$ cat config.mk
export PLATFORM = sky130hd
export DESIGN_NAME = pulsing_color_fade_controller_unit
export DESIGN_NICKNAME = d
export VERILOG_FILES = /design/src/pcfc_pkg.sv /design/src/pcfc_div.sv /design/src/pcfc_ctrl.sv /design/src/pcfc_dp.sv /design/src/pulsing_color_fade_controller_unit.sv
export SDC_FILE = /design/constraint.sdc
export NUM_CORES = 2
export LEC_CHECK = 0
export BUFFER_PORTS_ARGS = -buffer_cell sky130_fd_sc_hd__buf_2
export CAP_MARGIN = 30
export CORE_MARGIN = 4
export CORE_UTILIZATION = 50
export DETAILED_ROUTE_END_ITERATION = 16
export PLACE_DENSITY = 0.68
export SLEW_MARGIN = 20
export SYNTH_ARGS = -nofsm -noshare
export SYNTH_HDL_FRONTEND = slang
export SYNTH_SLANG_ARGS = --single-unit
$ cat constraint.sdc
create_clock -name i_clk -period 10.5 [get_ports i_clk]
set_input_delay 2.1 -clock i_clk [delete_from_list [all_inputs] [get_ports i_clk]]
set_output_delay 2.1 -clock i_clk [all_outputs]
set_load 0.03 [all_outputs]
$ cat src/pcfc_pkg.sv
`timescale 1ns / 1ps
// shared types, codes and constants of the pulsing colour fade controller
// includes the sine pulse factor table builder; no dependencies

package pcfc_pkg;

    localparam int TIME_BITS_DEF = 16;
    localparam int SINE_SIZE     = 256;
    localparam int SINE_BITS     = $clog2(SINE_SIZE);
    localparam int ST_BITS       = 15;
    localparam int Q_BITS        = 14;
    localparam int GREY_SHIFT    = 21;
    localparam int LVL_STEPS     = 9;
    localparam int PADDR_W       = 5;

    localparam logic [1:0] OP_TICK       = 2'd0;
    localparam logic [1:0] OP_ACTIVATE   = 2'd1;
    localparam logic [1:0] OP_DEACTIVATE = 2'd2;

    localparam logic [1:0] MODE_INACTIVE = 2'd0;
    localparam logic [1:0] MODE_FADE_IN  = 2'd1;
    localparam logic [1:0] MODE_ACTIVE   = 2'd2;
    localparam logic [1:0] MODE_FADE_OUT = 2'd3;

    localparam logic [2:0] REG_LOW_COLOR    = 3'd0;
    localparam logic [2:0] REG_HIGH_COLOR   = 3'd1;
    localparam logic [2:0] REG_FADE_IN_LEN  = 3'd2;
    localparam logic [2:0] REG_FADE_OUT_LEN = 3'd3;
    localparam logic [2:0] REG_PULSE_PERIOD = 3'd4;

    localparam logic [23:0] LOW_COLOR_RST  = 24'h404040;
    localparam logic [23:0] HIGH_COLOR_RST = 24'h808080;
    localparam logic [15:0] FADE_LEN_RST   = 16'd2000;
    localparam logic [15:0] PERIOD_RST     = 16'd3000;

    typedef struct packed {
        logic [1:0]  operation;
        logic [15:0] elapsed_ticks;
    } t_in_item;

    typedef struct packed {
        logic       light_enable;
        logic [7:0] red_level;
        logic [7:0] green_level;
        logic [7:0] blue_level;
    } t_out_item;

    typedef struct packed {
        logic [23:0] low_color;
        logic [23:0] high_color;
        logic [15:0] fade_in_length;
        logic [15:0] fade_out_length;
        logic [15:0] pulse_period;
    } t_cfg;

    typedef struct packed {
        logic       capture;
        logic       start_fade;
        logic [1:0] new_mode;
        logic       fade_adv;
        logic       rev_mul;
        logic       rev_load;
        logic       rev_end;
        logic       phase_load;
        logic       div_step;
        logic       wave_cap;
        logic       k_set;
        logic       rom_rd;
        logic       blend_setup;
        logic       ch_mul1;
        logic       ch_add;
        logic       ch_mul2;
        logic       ch_num;
        logic       lv_step;
        logic       ch_store;
        logic [1:0] ch;
        logic       out_load;
    } t_cmd;

    typedef struct packed {
        logic [1:0] op;
        logic [1:0] mode;
        logic       rev_zero;
        logic       p_zero;
        logic       out_free;
    } t_status;

    typedef logic [ST_BITS-1:0] t_st_rom [SINE_SIZE];

    // pulse factor 1 + sin/2 in q14 for one table index
    function automatic logic [ST_BITS-1:0] st_of_k(input int unsigned k);
        longint unsigned f, x, x2, x3, x5, x7, x9, pos, neg, m;
        longint unsigned quad;
        f    = (longint'(k) << 16) >> SINE_BITS;
        quad = (f >> 14) & 64'd3;
        x    = f & 64'h3FFF;
        if ((quad & 64'd1) != 0)
            x = 64'd16384 - x;
        x2  = (x * x) >> 14;
        x3  = (x2 * x) >> 14;
        x5  = (x3 * x2) >> 14;
        x7  = (x5 * x2) >> 14;
        x9  = (x7 * x2) >> 14;
        pos = 64'd1686629713 * x + 64'd85569305 * x5 + 64'd172272 * x9;
        neg = 64'd693598666 * x3 + 64'd5026995 * x7;
        m   = (pos > neg) ? ((pos - neg) >> 30) : 64'd0;
        if (m > 64'd16384)
            m = 64'd16384;
        if (quad >= 64'd2)
            return ST_BITS'(64'd16384 - (m >> 1));
        return ST_BITS'(64'd16384 + (m >> 1));
    endfunction

    function automatic t_st_rom build_st_rom();
        t_st_rom rom;
        for (int i = 0; i < SINE_SIZE; i++)
            rom[i] = st_of_k(i);
        return rom;
    endfunction

endpackage

$ cat src/pcfc_div.sv
`timescale 1ns / 1ps
// restoring divider, one quotient bit per step, shared by phase and reversal work
// no package dependencies

module pcfc_div #(
    parameter int NW = 41,
    parameter int DW = 16
) (
    input  logic          i_clk,
    input  logic          i_load,
    input  logic [NW-1:0] i_num,
    input  logic [DW-1:0] i_den,
    input  logic          i_step,
    output logic [DW:0]   o_rem,
    output logic [NW-1:0] o_quo
);

    logic [NW-1:0] r_num;
    logic [DW-1:0] r_den;
    logic [DW:0]   r_rem;
    logic [NW-1:0] r_quo;
    logic [DW:0]   shifted;
    logic          ge;
    logic [DW:0]   n_rem;

    assign shifted = {r_rem[DW-1:0], r_num[NW-1]};
    assign ge      = shifted >= {1'b0, r_den};
    assign n_rem   = ge ? (shifted - {1'b0, r_den}) : shifted;

    always_ff @(posedge i_clk) begin
        if (i_load) begin
            r_num <= i_num;
            r_den <= i_den;
            r_rem <= '0;
            r_quo <= '0;
        end else if (i_step) begin
            r_num <= {r_num[NW-2:0], 1'b0};
            r_rem <= n_rem;
            r_quo <= {r_quo[NW-2:0], ge};
        end
    end

    assign o_rem = r_rem;
    assign o_quo = r_quo;

endmodule

$ cat src/pcfc_ctrl.sv
`timescale 1ns / 1ps
// sequencer of the pulsing colour fade controller
// uses pcfc_pkg for codes and the command and status structs

module pcfc_ctrl import pcfc_pkg::*; #(
    parameter int TIME_BITS = TIME_BITS_DEF
) (
    input  logic    i_clk,
    input  logic    i_rst_n,
    input  logic    i_in_valid,
    output logic    o_in_ready,
    input  t_status i_status,
    output t_cmd    o_cmd
);

    localparam int CNTW = $clog2(2 * TIME_BITS);

    localparam logic [4:0] S_IDLE     = 5'd0;
    localparam logic [4:0] S_DECODE   = 5'd1;
    localparam logic [4:0] S_REV_MUL  = 5'd2;
    localparam logic [4:0] S_REV_LOAD = 5'd3;
    localparam logic [4:0] S_REV_DIV  = 5'd4;
    localparam logic [4:0] S_REV_END  = 5'd5;
    localparam logic [4:0] S_PHASE    = 5'd6;
    localparam logic [4:0] S_MOD      = 5'd7;
    localparam logic [4:0] S_CAPT     = 5'd8;
    localparam logic [4:0] S_FRAC     = 5'd9;
    localparam logic [4:0] S_KSET     = 5'd10;
    localparam logic [4:0] S_ROM      = 5'd11;
    localparam logic [4:0] S_SETUP    = 5'd12;
    localparam logic [4:0] S_CH_MUL1  = 5'd13;
    localparam logic [4:0] S_CH_ADD   = 5'd14;
    localparam logic [4:0] S_CH_MUL2  = 5'd15;
    localparam logic [4:0] S_CH_NUM   = 5'd16;
    localparam logic [4:0] S_CH_DIV   = 5'd17;
    localparam logic [4:0] S_CH_STORE = 5'd18;
    localparam logic [4:0] S_OUT      = 5'd19;

    logic [4:0]      r_state, n_state;
    logic [CNTW-1:0] r_cnt, n_cnt;
    logic [1:0]      r_ch, n_ch;

    assign o_in_ready = (r_state == S_IDLE);

    always_comb begin
        n_state  = r_state;
        n_cnt    = r_cnt;
        n_ch     = r_ch;
        o_cmd    = '0;
        o_cmd.ch = r_ch;
        case (r_state)
            S_IDLE: begin
                if (i_in_valid) begin
                    o_cmd.capture = 1'b1;
                    n_state       = S_DECODE;
                end
            end
            S_DECODE: begin
                n_state = S_IDLE;
                case (i_status.op)
                    OP_TICK: begin
                        if (i_status.mode == MODE_INACTIVE) begin
                            n_state = S_OUT;
                        end else begin
                            o_cmd.fade_adv = 1'b1;
                            n_state        = S_PHASE;
                        end
                    end
                    OP_ACTIVATE: begin
                        if (i_status.mode == MODE_INACTIVE) begin
                            o_cmd.start_fade = 1'b1;
                            o_cmd.new_mode   = MODE_FADE_IN;
                        end else if (i_status.mode == MODE_FADE_OUT) begin
                            n_state = S_REV_MUL;
                        end
                    end
                    OP_DEACTIVATE: begin
                        if (i_status.mode == MODE_ACTIVE) begin
                            o_cmd.start_fade = 1'b1;
                            o_cmd.new_mode   = MODE_FADE_OUT;
                        end else if (i_status.mode == MODE_FADE_IN) begin
                            n_state = S_REV_MUL;
                        end
                    end
                    default: n_state = S_IDLE;
                endcase
            end
            S_REV_MUL: begin
                o_cmd.rev_mul = 1'b1;
                n_state       = i_status.rev_zero ? S_REV_END : S_REV_LOAD;
            end
            S_REV_LOAD: begin
                o_cmd.rev_load = 1'b1;
                n_cnt          = CNTW'(2 * TIME_BITS - 1);
                n_state        = S_REV_DIV;
            end
            S_REV_DIV: begin
                o_cmd.div_step = 1'b1;
                n_cnt          = r_cnt - 1'b1;
                if (r_cnt == '0)
                    n_state = S_REV_END;
            end
            S_REV_END: begin
                o_cmd.rev_end = 1'b1;
                n_state       = S_IDLE;
            end
            S_PHASE: begin
                o_cmd.phase_load = 1'b1;
                n_cnt            = CNTW'(TIME_BITS);
                n_state          = i_status.p_zero ? S_ROM : S_MOD;
            end
            S_MOD: begin
                o_cmd.div_step = 1'b1;
                n_cnt          = r_cnt - 1'b1;
                if (r_cnt == '0)
                    n_state = S_CAPT;
            end
            S_CAPT: begin
                o_cmd.wave_cap = 1'b1;
                n_cnt          = CNTW'(SINE_BITS - 1);
                n_state        = S_FRAC;
            end
            S_FRAC: begin
                o_cmd.div_step = 1'b1;
                n_cnt          = r_cnt - 1'b1;
                if (r_cnt == '0)
                    n_state = S_KSET;
            end
            S_KSET: begin
                o_cmd.k_set = 1'b1;
                n_state     = S_ROM;
            end
            S_ROM: begin
                o_cmd.rom_rd = 1'b1;
                n_state      = S_SETUP;
            end
            S_SETUP: begin
                o_cmd.blend_setup = 1'b1;
                n_ch              = 2'd0;
                // a fade-out that just ended gives a dark result
                n_state = (i_status.mode == MODE_INACTIVE) ? S_OUT : S_CH_MUL1;
            end
            S_CH_MUL1: begin
                o_cmd.ch_mul1 = 1'b1;
                n_state       = S_CH_ADD;
            end
            S_CH_ADD: begin
                o_cmd.ch_add = 1'b1;
                n_state      = S_CH_MUL2;
            end
            S_CH_MUL2: begin
                o_cmd.ch_mul2 = 1'b1;
                n_state       = S_CH_NUM;
            end
            S_CH_NUM: begin
                o_cmd.ch_num = 1'b1;
                n_cnt        = CNTW'(LVL_STEPS - 1);
                n_state      = S_CH_DIV;
            end
            S_CH_DIV: begin
                o_cmd.lv_step = 1'b1;
                n_cnt         = r_cnt - 1'b1;
                if (r_cnt == '0)
                    n_state = S_CH_STORE;
            end
            S_CH_STORE: begin
                o_cmd.ch_store = 1'b1;
                if (r_ch == 2'd2) begin
                    n_state = S_OUT;
                end else begin
                    n_ch    = r_ch + 2'd1;
                    n_state = S_CH_MUL1;
                end
            end
            S_OUT: begin
                if (i_status.out_free) begin
                    o_cmd.out_load = 1'b1;
                    n_state        = S_IDLE;
                end
            end
            default: n_state = S_IDLE;
        endcase
    end

    always_ff @(posedge i_clk) begin
        if (!i_rst_n) begin
            r_state <= S_IDLE;
            r_cnt   <= '0;
            r_ch    <= 2'd0;
        end else begin
            r_state <= n_state;
            r_cnt   <= n_cnt;
            r_ch    <= n_ch;
        end
    end

endmodule

$ cat src/pcfc_dp.sv
`timescale 1ns / 1ps
// datapath: mode and time state, phase, sine table, colour blend and result register
// uses pcfc_pkg and pcfc_div

module pcfc_dp import pcfc_pkg::*; #(
    parameter int TIME_BITS = TIME_BITS_DEF
) (
    input  logic      i_clk,
    input  logic      i_rst_n,
    input  t_cfg      i_cfg,
    input  t_in_item  i_in_item,
    input  t_cmd      i_cmd,
    output t_status   o_status,
    output logic      o_out_valid,
    input  logic      i_out_ready,
    output t_out_item o_out_item
);

    localparam int TB = TIME_BITS;
    localparam int AW = TB + 1;
    localparam int NW = 2 * TB + SINE_BITS;
    localparam int CW = 26;
    localparam int PW = 25;
    localparam int LW = TB + 28;
    localparam t_st_rom ST_ROM = build_st_rom();

    logic [1:0]           r_op;
    logic [TB-1:0]        r_dt;
    logic [1:0]           r_mode;
    logic [AW-1:0]        r_e;
    logic [AW-1:0]        r_wave;
    logic [SINE_BITS-1:0] r_k;
    logic [ST_BITS-1:0]   r_st;
    logic [2*TB-1:0]      r_prod;
    logic [TB-1:0]        r_a, r_b, r_l;
    logic signed [PW-1:0] r_p1;
    logic signed [CW-1:0] r_c;
    logic signed [LW-1:0] r_p2;
    logic [LW-1:0]        r_lrem, r_ld;
    logic [LVL_STEPS-1:0] r_lq;
    logic                 r_neg;
    logic [7:0]           r_red, r_green, r_blue;
    logic                 r_out_valid;
    t_out_item            r_out;

    logic [TB-1:0]        fi, fo, period, dt_in;
    logic [TB-1:0]        from_len, to_len, from_ecap, len, len_ecap;
    logic [AW:0]          e_add, w_add;
    logic [AW-1:0]        e_sum, w_sum;
    logic                 in_fade, blend;
    logic [7:0]           ch_lo, ch_hi;
    logic signed [8:0]    ch_diff;
    logic signed [LW-1:0] lv_num;
    logic                 lv_ge;
    logic [7:0]           lvl;
    logic                 div_load;
    logic [NW-1:0]        div_num;
    logic [TB-1:0]        div_den;
    logic [AW-1:0]        div_rem;
    logic [NW-1:0]        div_quo;

    assign fi     = TB'(i_cfg.fade_in_length);
    assign fo     = TB'(i_cfg.fade_out_length);
    assign period = TB'(i_cfg.pulse_period);
    assign dt_in  = TB'(i_in_item.elapsed_ticks);

    // saturating time accumulators
    assign e_add = {1'b0, r_e} + (AW+1)'(r_dt);
    assign e_sum = e_add[AW] ? '1 : e_add[AW-1:0];
    assign w_add = {1'b0, r_wave} + (AW+1)'(r_dt);
    assign w_sum = w_add[AW] ? '1 : w_add[AW-1:0];

    assign from_len  = (r_mode == MODE_FADE_OUT) ? fo : fi;
    assign to_len    = (r_mode == MODE_FADE_OUT) ? fi : fo;
    assign from_ecap = (r_e > {1'b0, from_len}) ? from_len : r_e[TB-1:0];
    assign len       = (r_mode == MODE_FADE_IN) ? fi : fo;
    assign len_ecap  = (r_e > {1'b0, len}) ? len : r_e[TB-1:0];
    assign in_fade   = (r_mode == MODE_FADE_IN) || (r_mode == MODE_FADE_OUT);
    assign blend     = in_fade && (len != '0);

    always_comb begin
        case (i_cmd.ch)
            2'd0: begin
                ch_lo = i_cfg.low_color[23:16];
                ch_hi = i_cfg.high_color[23:16];
            end
            2'd1: begin
                ch_lo = i_cfg.low_color[15:8];
                ch_hi = i_cfg.high_color[15:8];
            end
            default: begin
                ch_lo = i_cfg.low_color[7:0];
                ch_hi = i_cfg.high_color[7:0];
            end
        endcase
    end

    assign ch_diff = $signed({1'b0, ch_hi}) - $signed({1'b0, ch_lo});
    assign lv_num  = r_p2 + $signed(LW'({r_b, {GREY_SHIFT{1'b0}}}));
    assign lv_ge   = r_lrem >= r_ld;

    always_comb begin
        if (r_neg)
            lvl = 8'd0;
        else if (r_lq[LVL_STEPS-1])
            lvl = 8'hFF;
        else
            lvl = r_lq[7:0];
    end

    assign div_load = i_cmd.rev_load || (i_cmd.phase_load && (period != '0));
    assign div_num  = i_cmd.rev_load ? {r_prod, {SINE_BITS{1'b0}}}
                                     : {w_sum, {(NW-AW){1'b0}}};
    assign div_den  = i_cmd.rev_load ? from_len : period;

    pcfc_div #(
        .NW (NW),
        .DW (TB)
    ) u_div (
        .i_clk  (i_clk),
        .i_load (div_load),
        .i_num  (div_num),
        .i_den  (div_den),
        .i_step (i_cmd.div_step),
        .o_rem  (div_rem),
        .o_quo  (div_quo)
    );

    // control state
    always_ff @(posedge i_clk) begin
        if (!i_rst_n) begin
            r_mode      <= MODE_INACTIVE;
            r_e         <= '0;
            r_wave      <= '0;
            r_out_valid <= 1'b0;
        end else begin
            if (i_cmd.start_fade) begin
                r_mode <= i_cmd.new_mode;
                r_e    <= '0;
            end
            if (i_cmd.fade_adv) begin
                if (r_mode == MODE_FADE_IN) begin
                    r_e <= e_sum;
                    if ((fi == '0) || (e_sum > {1'b0, fi}))
                        r_mode <= MODE_ACTIVE;
                end else if (r_mode == MODE_FADE_OUT) begin
                    r_e <= e_sum;
                    if ((fo == '0) || (e_sum > {1'b0, fo}))
                        r_mode <= MODE_INACTIVE;
                end
            end
            if (i_cmd.rev_end) begin
                r_mode <= (r_mode == MODE_FADE_OUT) ? MODE_FADE_IN : MODE_FADE_OUT;
                r_e    <= (from_len == '0) ? '0 : AW'(div_quo[TB-1:0]);
            end
            if (i_cmd.phase_load)
                r_wave <= (period == '0) ? '0 : w_sum;
            // the phase wraps only when it passes the period
            if (i_cmd.wave_cap && (r_wave > {1'b0, period}))
                r_wave <= div_rem;
            if (i_cmd.out_load)
                r_out_valid <= 1'b1;
            else if (i_out_ready)
                r_out_valid <= 1'b0;
        end
    end

    // payload
    always_ff @(posedge i_clk) begin
        if (i_cmd.capture) begin
            r_op <= i_in_item.operation;
            r_dt <= dt_in;
        end
        if (i_cmd.rev_mul)
            r_prod <= (from_len - from_ecap) * to_len;
        if (i_cmd.phase_load && (period == '0))
            r_k <= '0;
        if (i_cmd.k_set)
            r_k <= div_quo[SINE_BITS-1:0];
        if (i_cmd.rom_rd)
            r_st <= ST_ROM[r_k];
        if (i_cmd.blend_setup) begin
            if (blend) begin
                r_a <= (r_mode == MODE_FADE_IN) ? len_ecap : (len - len_ecap);
                r_b <= (r_mode == MODE_FADE_IN) ? (len - len_ecap) : len_ecap;
                r_l <= len;
            end else begin
                r_a <= TB'(1);
                r_b <= '0;
                r_l <= TB'(1);
            end
        end
        if (i_cmd.ch_mul1)
            r_p1 <= $signed({1'b0, r_st}) * ch_diff;
        if (i_cmd.ch_add)
            r_c <= $signed({{(CW-8-Q_BITS){1'b0}}, ch_lo, {Q_BITS{1'b0}}}) + CW'(r_p1);
        if (i_cmd.ch_mul2)
            r_p2 <= r_c * $signed({1'b0, r_a});
        if (i_cmd.ch_num) begin
            r_neg  <= lv_num[LW-1];
            r_lrem <= lv_num;
            r_ld   <= LW'({r_l, {(Q_BITS + LVL_STEPS - 1){1'b0}}});
            r_lq   <= '0;
        end
        if (i_cmd.lv_step) begin
            if (lv_ge)
                r_lrem <= r_lrem - r_ld;
            r_lq <= {r_lq[LVL_STEPS-2:0], lv_ge};
            r_ld <= r_ld >> 1;
        end
        if (i_cmd.ch_store) begin
            case (i_cmd.ch)
                2'd0:    r_red   <= lvl;
                2'd1:    r_green <= lvl;
                default: r_blue  <= lvl;
            endcase
        end
        if (i_cmd.out_load) begin
            r_out.light_enable <= (r_mode != MODE_INACTIVE);
            r_out.red_level    <= (r_mode != MODE_INACTIVE) ? r_red : 8'd0;
            r_out.green_level  <= (r_mode != MODE_INACTIVE) ? r_green : 8'd0;
            r_out.blue_level   <= (r_mode != MODE_INACTIVE) ? r_blue : 8'd0;
        end
    end

    assign o_status.op       = r_op;
    assign o_status.mode     = r_mode;
    assign o_status.rev_zero = (from_len == '0);
    assign o_status.p_zero   = (period == '0);
    assign o_status.out_free = !r_out_valid || i_out_ready;

    assign o_out_valid = r_out_valid;
    assign o_out_item  = r_out;

endmodule

$ cat src/pulsing_color_fade_controller_unit.sv
`timescale 1ns / 1ps
// Pulsing colour fade controller. Items are taken one at a time. For a tick item the
// phase goes through a shared restoring divider one bit a cycle (TIME_BITS + 1 steps
// for the wrap, 8 for the sine index) unless the period is zero, then each of the three
// colour channels is worked out in turn, most of the work in a 9-step level divider.
// A tick while inactive gives its dark result without the phase and colour work.
// Activate and deactivate start a fade or, when a fade is reversed, rescale the elapsed
// time through the divider. Results wait in an output register; configuration is to be
// written through the APB port only while idle, which the block itself does not enforce.

module pulsing_color_fade_controller_unit import pcfc_pkg::*; #(
    parameter int TIME_BITS = TIME_BITS_DEF
) (
    input  logic               i_clk,
    input  logic               i_rst_n,
    input  logic               psel,
    input  logic               penable,
    input  logic               pwrite,
    input  logic [PADDR_W-1:0] paddr,
    input  logic [31:0]        pwdata,
    output logic [31:0]        prdata,
    output logic               pready,
    input  logic               i_in_valid,
    output logic               o_in_ready,
    input  t_in_item           i_in_item,
    output logic               o_out_valid,
    input  logic               i_out_ready,
    output t_out_item          o_out_item
);

    localparam logic [15:0] LEN_MASK = (TIME_BITS >= 16) ? 16'hFFFF
                                     : 16'((32'd1 << TIME_BITS) - 32'd1);

    logic [23:0] r_low, r_high;
    logic [15:0] r_fade_in, r_fade_out, r_period;
    logic        wr_en;
    t_cfg        cfg;
    t_cmd        cmd;
    t_status     status;

    assign pready = 1'b1;
    assign wr_en  = psel && penable && pwrite;

    always_ff @(posedge i_clk) begin
        if (!i_rst_n) begin
            r_low      <= LOW_COLOR_RST;
            r_high     <= HIGH_COLOR_RST;
            r_fade_in  <= FADE_LEN_RST & LEN_MASK;
            r_fade_out <= FADE_LEN_RST & LEN_MASK;
            r_period   <= PERIOD_RST & LEN_MASK;
        end else if (wr_en) begin
            case (paddr[4:2])
                REG_LOW_COLOR:    r_low      <= pwdata[23:0];
                REG_HIGH_COLOR:   r_high     <= pwdata[23:0];
                REG_FADE_IN_LEN:  r_fade_in  <= pwdata[15:0] & LEN_MASK;
                REG_FADE_OUT_LEN: r_fade_out <= pwdata[15:0] & LEN_MASK;
                REG_PULSE_PERIOD: r_period   <= pwdata[15:0] & LEN_MASK;
                default: ;
            endcase
        end
    end

    always_comb begin
        case (paddr[4:2])
            REG_LOW_COLOR:    prdata = {8'd0, r_low};
            REG_HIGH_COLOR:   prdata = {8'd0, r_high};
            REG_FADE_IN_LEN:  prdata = {16'd0, r_fade_in};
            REG_FADE_OUT_LEN: prdata = {16'd0, r_fade_out};
            REG_PULSE_PERIOD: prdata = {16'd0, r_period};
            default:          prdata = 32'd0;
        endcase
    end

    assign cfg.low_color       = r_low;
    assign cfg.high_color      = r_high;
    assign cfg.fade_in_length  = r_fade_in;
    assign cfg.fade_out_length = r_fade_out;
    assign cfg.pulse_period    = r_period;

    pcfc_ctrl #(
        .TIME_BITS (TIME_BITS)
    ) u_ctrl (
        .i_clk      (i_clk),
        .i_rst_n    (i_rst_n),
        .i_in_valid (i_in_valid),
        .o_in_ready (o_in_ready),
        .i_status   (status),
        .o_cmd      (cmd)
    );

    pcfc_dp #(
        .TIME_BITS (TIME_BITS)
    ) u_dp (
        .i_clk       (i_clk),
        .i_rst_n     (i_rst_n),
        .i_cfg       (cfg),
        .i_in_item   (i_in_item),
        .i_cmd       (cmd),
        .o_status    (status),
        .o_out_valid (o_out_valid),
        .i_out_ready (i_out_ready),
        .o_out_item  (o_out_item)
    );

endmodule

== Word level (Yosys, flattened, before mapping) ==
Memories as Yosys holds them, arrays and structs flattened. A register that Yosys moved wholly into a read port is not among the register bits.
Index checks and enable logic that the tools add are counted.

* Reductions and logical operators: 45
* $mul: 3
* Add/subtract/negate cells: 11
* Equal/unequal tests: 37
* $lt $le $gt $ge: 7
* Multiplexer cells: 92
* Bitwise logic cells: 2

{| class="wikitable"
|+ Operators with widths
! kind !! count
|-
| 2-to-1 mux 17 bit || 11
|-
| 2-to-1 mux 16 bit || 9
|-
| 2-to-1 mux 44 bit || 3
|-
| 2-to-1 mux 40 bit || 3
|-
| one-hot mux 24 bit (5 select lines) || 1
|-
| one-hot mux 5 bit (19 select lines) || 1
|-
| greater-than comparator 17 x 16 -> 1 bit || 5
|-
| logical NOT 16 bit || 4
|-
| 2-to-1 mux 5 bit || 10
|-
| adder 44 x 38 -> 44 bit || 1
|-
| >= comparator 44 x 38 -> 1 bit || 1
|-
| subtractor 44 x 38 -> 44 bit || 1
|-
| multiplier 26 x 17 -> 43 bit || 1
|-
| equality test 5 x 4 -> 1 bit (second input constant) || 8
|-
| 2-to-1 mux 38 bit || 1
|-
| 2-to-1 mux 37 bit || 1
|-
| adder 17 x 16 -> 18 bit || 2
|-
| multiplier 32 x 16 -> 32 bit || 1
|-
| 2-to-1 mux 8 bit || 4
|-
| one-hot mux 8 bit (2 select lines) || 2
|-
| nonzero test 16 bit || 2
|-
| adder 23 x 25 -> 26 bit || 1
|-
| multiplier 16 x 9 -> 25 bit || 1
|-
| one-hot mux 5 bit (5 select lines) || 1
|-
| other kinds (41) || 122
|}

* Bits of input ports: 62
* Register bits: 576
* Bits in read-only memories: 3,840
* Logic and storage cells: 236
* Memories: 1

{| class="wikitable"
|+ Memories
! memory !! depth !! width !! rd ports !! clocked after memory_dff !! wr ports !! RTL line !! text
|-
| (no name shown) || 256 || 15 || 1 || 1 || 0 || pcfc_dp.sv:181 || <nowiki>r_st <= ST_ROM[r_k];</nowiki>
|}

== Longest topological paths before layout ==
* Depth after elaboration: 10
* Gate-level depth with buffers: 51
* Depth with buffers taken out: 47

== By module ==
From an unflattened synthesis, not the netlist that was laid out.

* Cell total of the unflattened synthesis: 7,531
* Area total of the unflattened synthesis: 68,264.2 um2

{| class="wikitable"
|+ Modules (own cells, without submodules)
! module !! area each (um2) !! cells each !! times used
|-
| pcfc_dp || 57,322.5 || 6,438 || 1
|-
| pcfc_div || 5,134.9 || 434 || 1
|-
| pulsing_color_fade_controller_unit || 4,536.9 || 477 || 1
|-
| pcfc_ctrl || 1,270.0 || 182 || 1
|}

== Worst setup path before layout ==
Ideal clock, no wire load.

* Path type: register to register
* Start: register u_dp.r_mode[1]
* End: register u_dp.r_prod[31], data pin
* Setup slack: 3 ps
* Arrival: 10,237 ps
* Setup time: 260 ps
* Cell stages (with the launch flop): 45
* Buffers on the path: 3
* Required time: 10,240 ps
* Cell sequence: dfxtp_1 buf_4 nand2_4 buf_1 nand2_1 o21ai_0 inv_1 ha_1 nand4b_1 nor2_1 nand4_1 or3_1 o21ai_2 clkbuf_1 nor2_1 a21oi_1 ha_1 a21o_1 [9 not listed] fa_1 inv_1 fa_1 fa_1 fa_1 inv_1 fa_1 inv_1 ha_1 a21o_1 a21oi_1 a21boi_1 a21oi_1 o41ai_1 o31ai_1 or4_1 a31oi_1 xnor2_1

* Word-level cells in the longest chain between the ends: 6

{| class="wikitable"
|+ RTL lines
! what !! RTL line !! text
|-
| start, declared || pcfc_dp.sv:29 || <nowiki>logic [1:0] r_mode;</nowiki>
|-
| start signal, assigned || pcfc_dp.sv:138 || <nowiki>r_mode <= i_cmd.new_mode;</nowiki>
|-
| start signal, assigned || pcfc_dp.sv:153 || <nowiki>r_mode <= (r_mode == MODE_FADE_OUT) ? MODE_FADE_IN : MODE_FADE_OUT;</nowiki>
|-
| equality test 2 bit * || pcfc_dp.sv:73, pcfc_dp.sv:74 ||
|-
| 2-to-1 mux 16 bit || pcfc_dp.sv:73 || <nowiki>assign from_len = (r_mode == MODE_FADE_OUT) ? fo : fi;</nowiki>
|-
| greater-than comparator 17 x 16 -> 1 bit || pcfc_dp.sv:75 || <nowiki>assign from_ecap = (r_e > {1'b0, from_len}) ? from_len : r_e[TB-1:0];</nowiki>
|-
| 2-to-1 mux 16 bit || pcfc_dp.sv:75 ||
|-
| subtractor 16 x 16 -> 17 bit || pcfc_dp.sv:175 || <nowiki>r_prod <= (from_len - from_ecap) * to_len;</nowiki>
|-
| multiplier 32 x 16 -> 32 bit * || pcfc_dp.sv:175 ||
|-
| end signal, assigned || pcfc_dp.sv:175 ||
|-
| end, declared || pcfc_dp.sv:34 || <nowiki>logic [2*TB-1:0] r_prod;</nowiki>
|}

Mark *: on every way between the ends. The rest lies on a longest branch, timed or not.
A chain may end at the register's enable or synchronous reset.

== Worst setup path after layout ==
Same ends and word-level chain as after synthesis.

==> results by group <==
Clock tree
  – Worst-path clk slew: 0.06 ns
  – CTS Buffer Depth: 3
  – Root buffer selected by CTS: clkbuf_16
  – H-tree levels: 3
  – Cts bufs inserted: 70
  – CTS Hold Bufs: 0
  – Worst-Skew Late Latency: 0.68 ns
  – CTS tree: yes
  – Clock Sinks: 582

Worst setup path
  – Worst r2r src: u_dp.r_mode[1]
  – R2r setup slk: 0.24 ns
  – CP dominant cell by count: fa_1
  – CP max stage cell: fa_1
  – WP data arrival: 10.66 ns
  – CP max FO: 8
  – Crit end category: flip-flop
  – CP startpoint kind: flip-flop
  – CP peak stage delay: 0.55 ns
  – Worst r2r path cells: 48
  – Crit path kind: reg2reg
  – Critical Path RT: 10.90 ns
  – Reg-to-Reg End: u_dp.r_prod[31]
  – CP Launch Point: u_dp.r_mode[1]

Route
  – Drc violations: 0
  – Routed WL: 195 mm
  – DRT Pass-1 Iters: 6
  – Detailed-route via count: 54,900
  – Antenna Nets Post-Route: 0
  – WL per Instance: 20.6 µm
  – Via-to-Cell Ratio: 5.77
  – Starting DRT DRC Count: 4,944

Cells and area
  – Register area: 15,300 µm²
  – Fin cells: 9,504
  – Share of cells above drive strength 1: 9.70%
  – Final Instance Area: 73,200 µm²
  – Syn-to-layout area delta: 10.7%
  – Multi-input gate area: 46,000 µm²
  – Most frequent cells in the layout: 1,145 x nand2_1, 1,067 x inv_1, 772 x fa_1, 475 x ha_1, 462 x nor2_1
  – Commonest non-fill, non-tap cell in the layout: nand2_1
  – NumNets Final: 9,016
  – Fillers: 11,900

Timing
  – Max Slew Vio Count: 0
  – Worst-Margin Slew: 1.08 ns
  – Slew Limit Headroom: 27.6%
  – Final worst-path cycle share: 97.7%
  – Endpoints failing setup: 0
  – Worst Skew: 0.0317 ns
  – Min Tclk post-route: 10.26 ns
  – Peak Freq: 97.5 MHz
  – Endpoints failing hold: 0
  – RSZ-0062 raised after global routing: yes
  – Fin worst setup slack: 0.239 ns
  – WHS: 0.407 ns

Flow run
  – Max Cap Violations: 0

Die
  – Die height: 372 µm
  – Core Area: 131,000 µm²
  – Ports: 122
  – Site row count: 133
  – Die ar.: 138,000 µm²
  – Chip Width: 372 µm
  – Initial Utilization: 50.3%

Logic synthesis
  – Post-synth ARST share: 0%
  – Number of synthesized flops with an enable pin: 360
  – Seq cells post-synth: 582
  – Sequential cell area fraction in the yosys report: 23.1%
  – Synthesized area per cell: 8.77 µm²
  – Post-synthesis cell type count: 105
  – Top FF cell, synth: edfxtp_1
  – YS warnings: 0
  – Synthesized area: 66,100 µm²
  – Count of mapped cells out of synthesis: 7,537

Global routing
  – All-Layer GR Usage: 28.2%
  – Largest net degree at the start of global routing: 102
  – Vias in the first global route: 54,700
  – First-pass GRT wire length: 306 mm
  – GRT overflow: 0
  – Initial antenna violation count: 11

Hold path
  – Hold Crit Class: reg2reg
  – Hold path depth: 0
  – Hold_sp: u_dp.r_p1[10]
  – Hold Path End: u_dp.r_c[10]

Power and ir drop
  – Power Dens Cells: 156 nW/µm²
  – Leak: 33.3 nW
  – Worst VDD drop: 735 µV
  – Overall power: 11.4 mW

Placement
  – Placed insts: 9,339
  – DP Area: 69,800 µm²
  – Buffers on Ports: 102
  – Placement Setup Slack: -0.239 ns
  – Routability cong.: 1.00
  – Hpwl dp: 153 mm

Status
  – Outcome: finished, final reports clean
layer usage:
metal	track usage (%)	up-vias	wire length [µm]
li1	-	25100	-
met1	39.0	27100	82000
met2	44.7	2181	89400
met3	4.76	440	16000
met4	10.5	2	7930
met5	0	-	15
metrics by stage:
step,TNS (ns),util [%]
final,0,55.7
after global routing,-0.216,55.7
after CTS,-0.0335,55.0
after detailed placement,-0.452,53.2
after global placement,-0.471,53.1
after floorplan,0,-
kinds of logic (layout without fill, tap and decap cells):
kind of cell / after synthesis / in the layout / share of synthesized area, %
fa+ha+maj: 1267 / 1267 / 32.8
xor+xnor: 229 / 229 / 3.08
mux: 70 / 70 / 1.28
simple gates: 2463 / 2464 / 16.9
flops: 582 / 582 / 23.1
other cells: 2 / 13 / 0.0114
compound gates: 1473 / 1473 / 14.5
buf+inv: 1451 / 1651 / 8.33
Yosys cell counts (all sizes together) (48+ instances only):
cell	count	share of area, %
xnor2	161	2.1
inv	1084	6.2
ha	490	9.3
o21a	48	0.55
a22oi	59	0.67
nor2b	75	0.71
o211ai	49	0.56
nand2	1152	6.6
clkbuf	312	1.8
xor2	68	0.94
a21boi	91	1.1
nand3	110	0.83
a21o	115	1.3
a31oi	56	0.53
buf	51	0.37
nand2b	72	0.68
nor2	478	2.7
a211oi	69	0.82
a21oi	375	2.9
fa	776	24
nor3	75	0.57
edfxtp	360	16
mux2i	49	0.75
dfxtp	222	6.7
and2	313	3.0
o21ai	344	2.6
what timing repair did:
item | in CTS | in global routing
setup endpoints to repair | 3 | 10
resized for setup | 12 | 137
cloned | 0 | 1
setup buffers | 1 | 20
pin swaps | 1 | 91
state kept, by name, summed over array words and instances (netlist names), 24 cells and up:
name / count
u_dp.r_lrem: 44
u_dp.r_p2: 43
u_dp.r_ld: 38
u_dp.r_prod: 32
u_dp.u_div.r_num: 32
u_dp.r_c: 26
u_dp.o_out_item: 25
u_dp.r_p1: 25
r_high: 24
r_low: 24
worst max path at each step:
| stage | to | depth (start not counted) |
|---|---|---|
| 4_1_cts | u_dp.r_prod[30] | 46 |
| 3_5_place_dp | u_dp.r_prod[30] | 45 |
| 2_1_floorplan | u_dp.r_prod[31] | 44 |
| 6_report | u_dp.r_prod[31] | 48 |
| 5_1_grt | u_dp.r_prod[31] | 47 |
| 3_3_place_gp | u_dp.r_prod[30] | 45 |
cell type report:
class	instances	area share [%]
Multi-Input combinational cell	5512	62.9
Sequential cell	582	20.9
Inverter	1088	5.59
Antenna cell	4	0.0137
Tap cell	1755	3.00
Clock inverter	44	0.696
Timing Repair Buffer	434	4.34
Clock buffer	85	2.58
where the power goes:
group / switching (mW) / internal, mW
registers: 0.105 / 2.70
logic: 3.39 / 2.67
clock network: 1.09 / 1.46
critical path: cells and delay by family, from the launching register on:
kind	cells	cell delay, ns
buffers and inverters	12	1.19
xor gates and xnor gates	2	0.26
AOI/OAI and AO/OA	15	2.51
DFF	1	0.44
adders and majority gates	9	3.74
and+or+nand+nor	10	1.86
No activity file was read; power rests on OpenSTA's default activity.
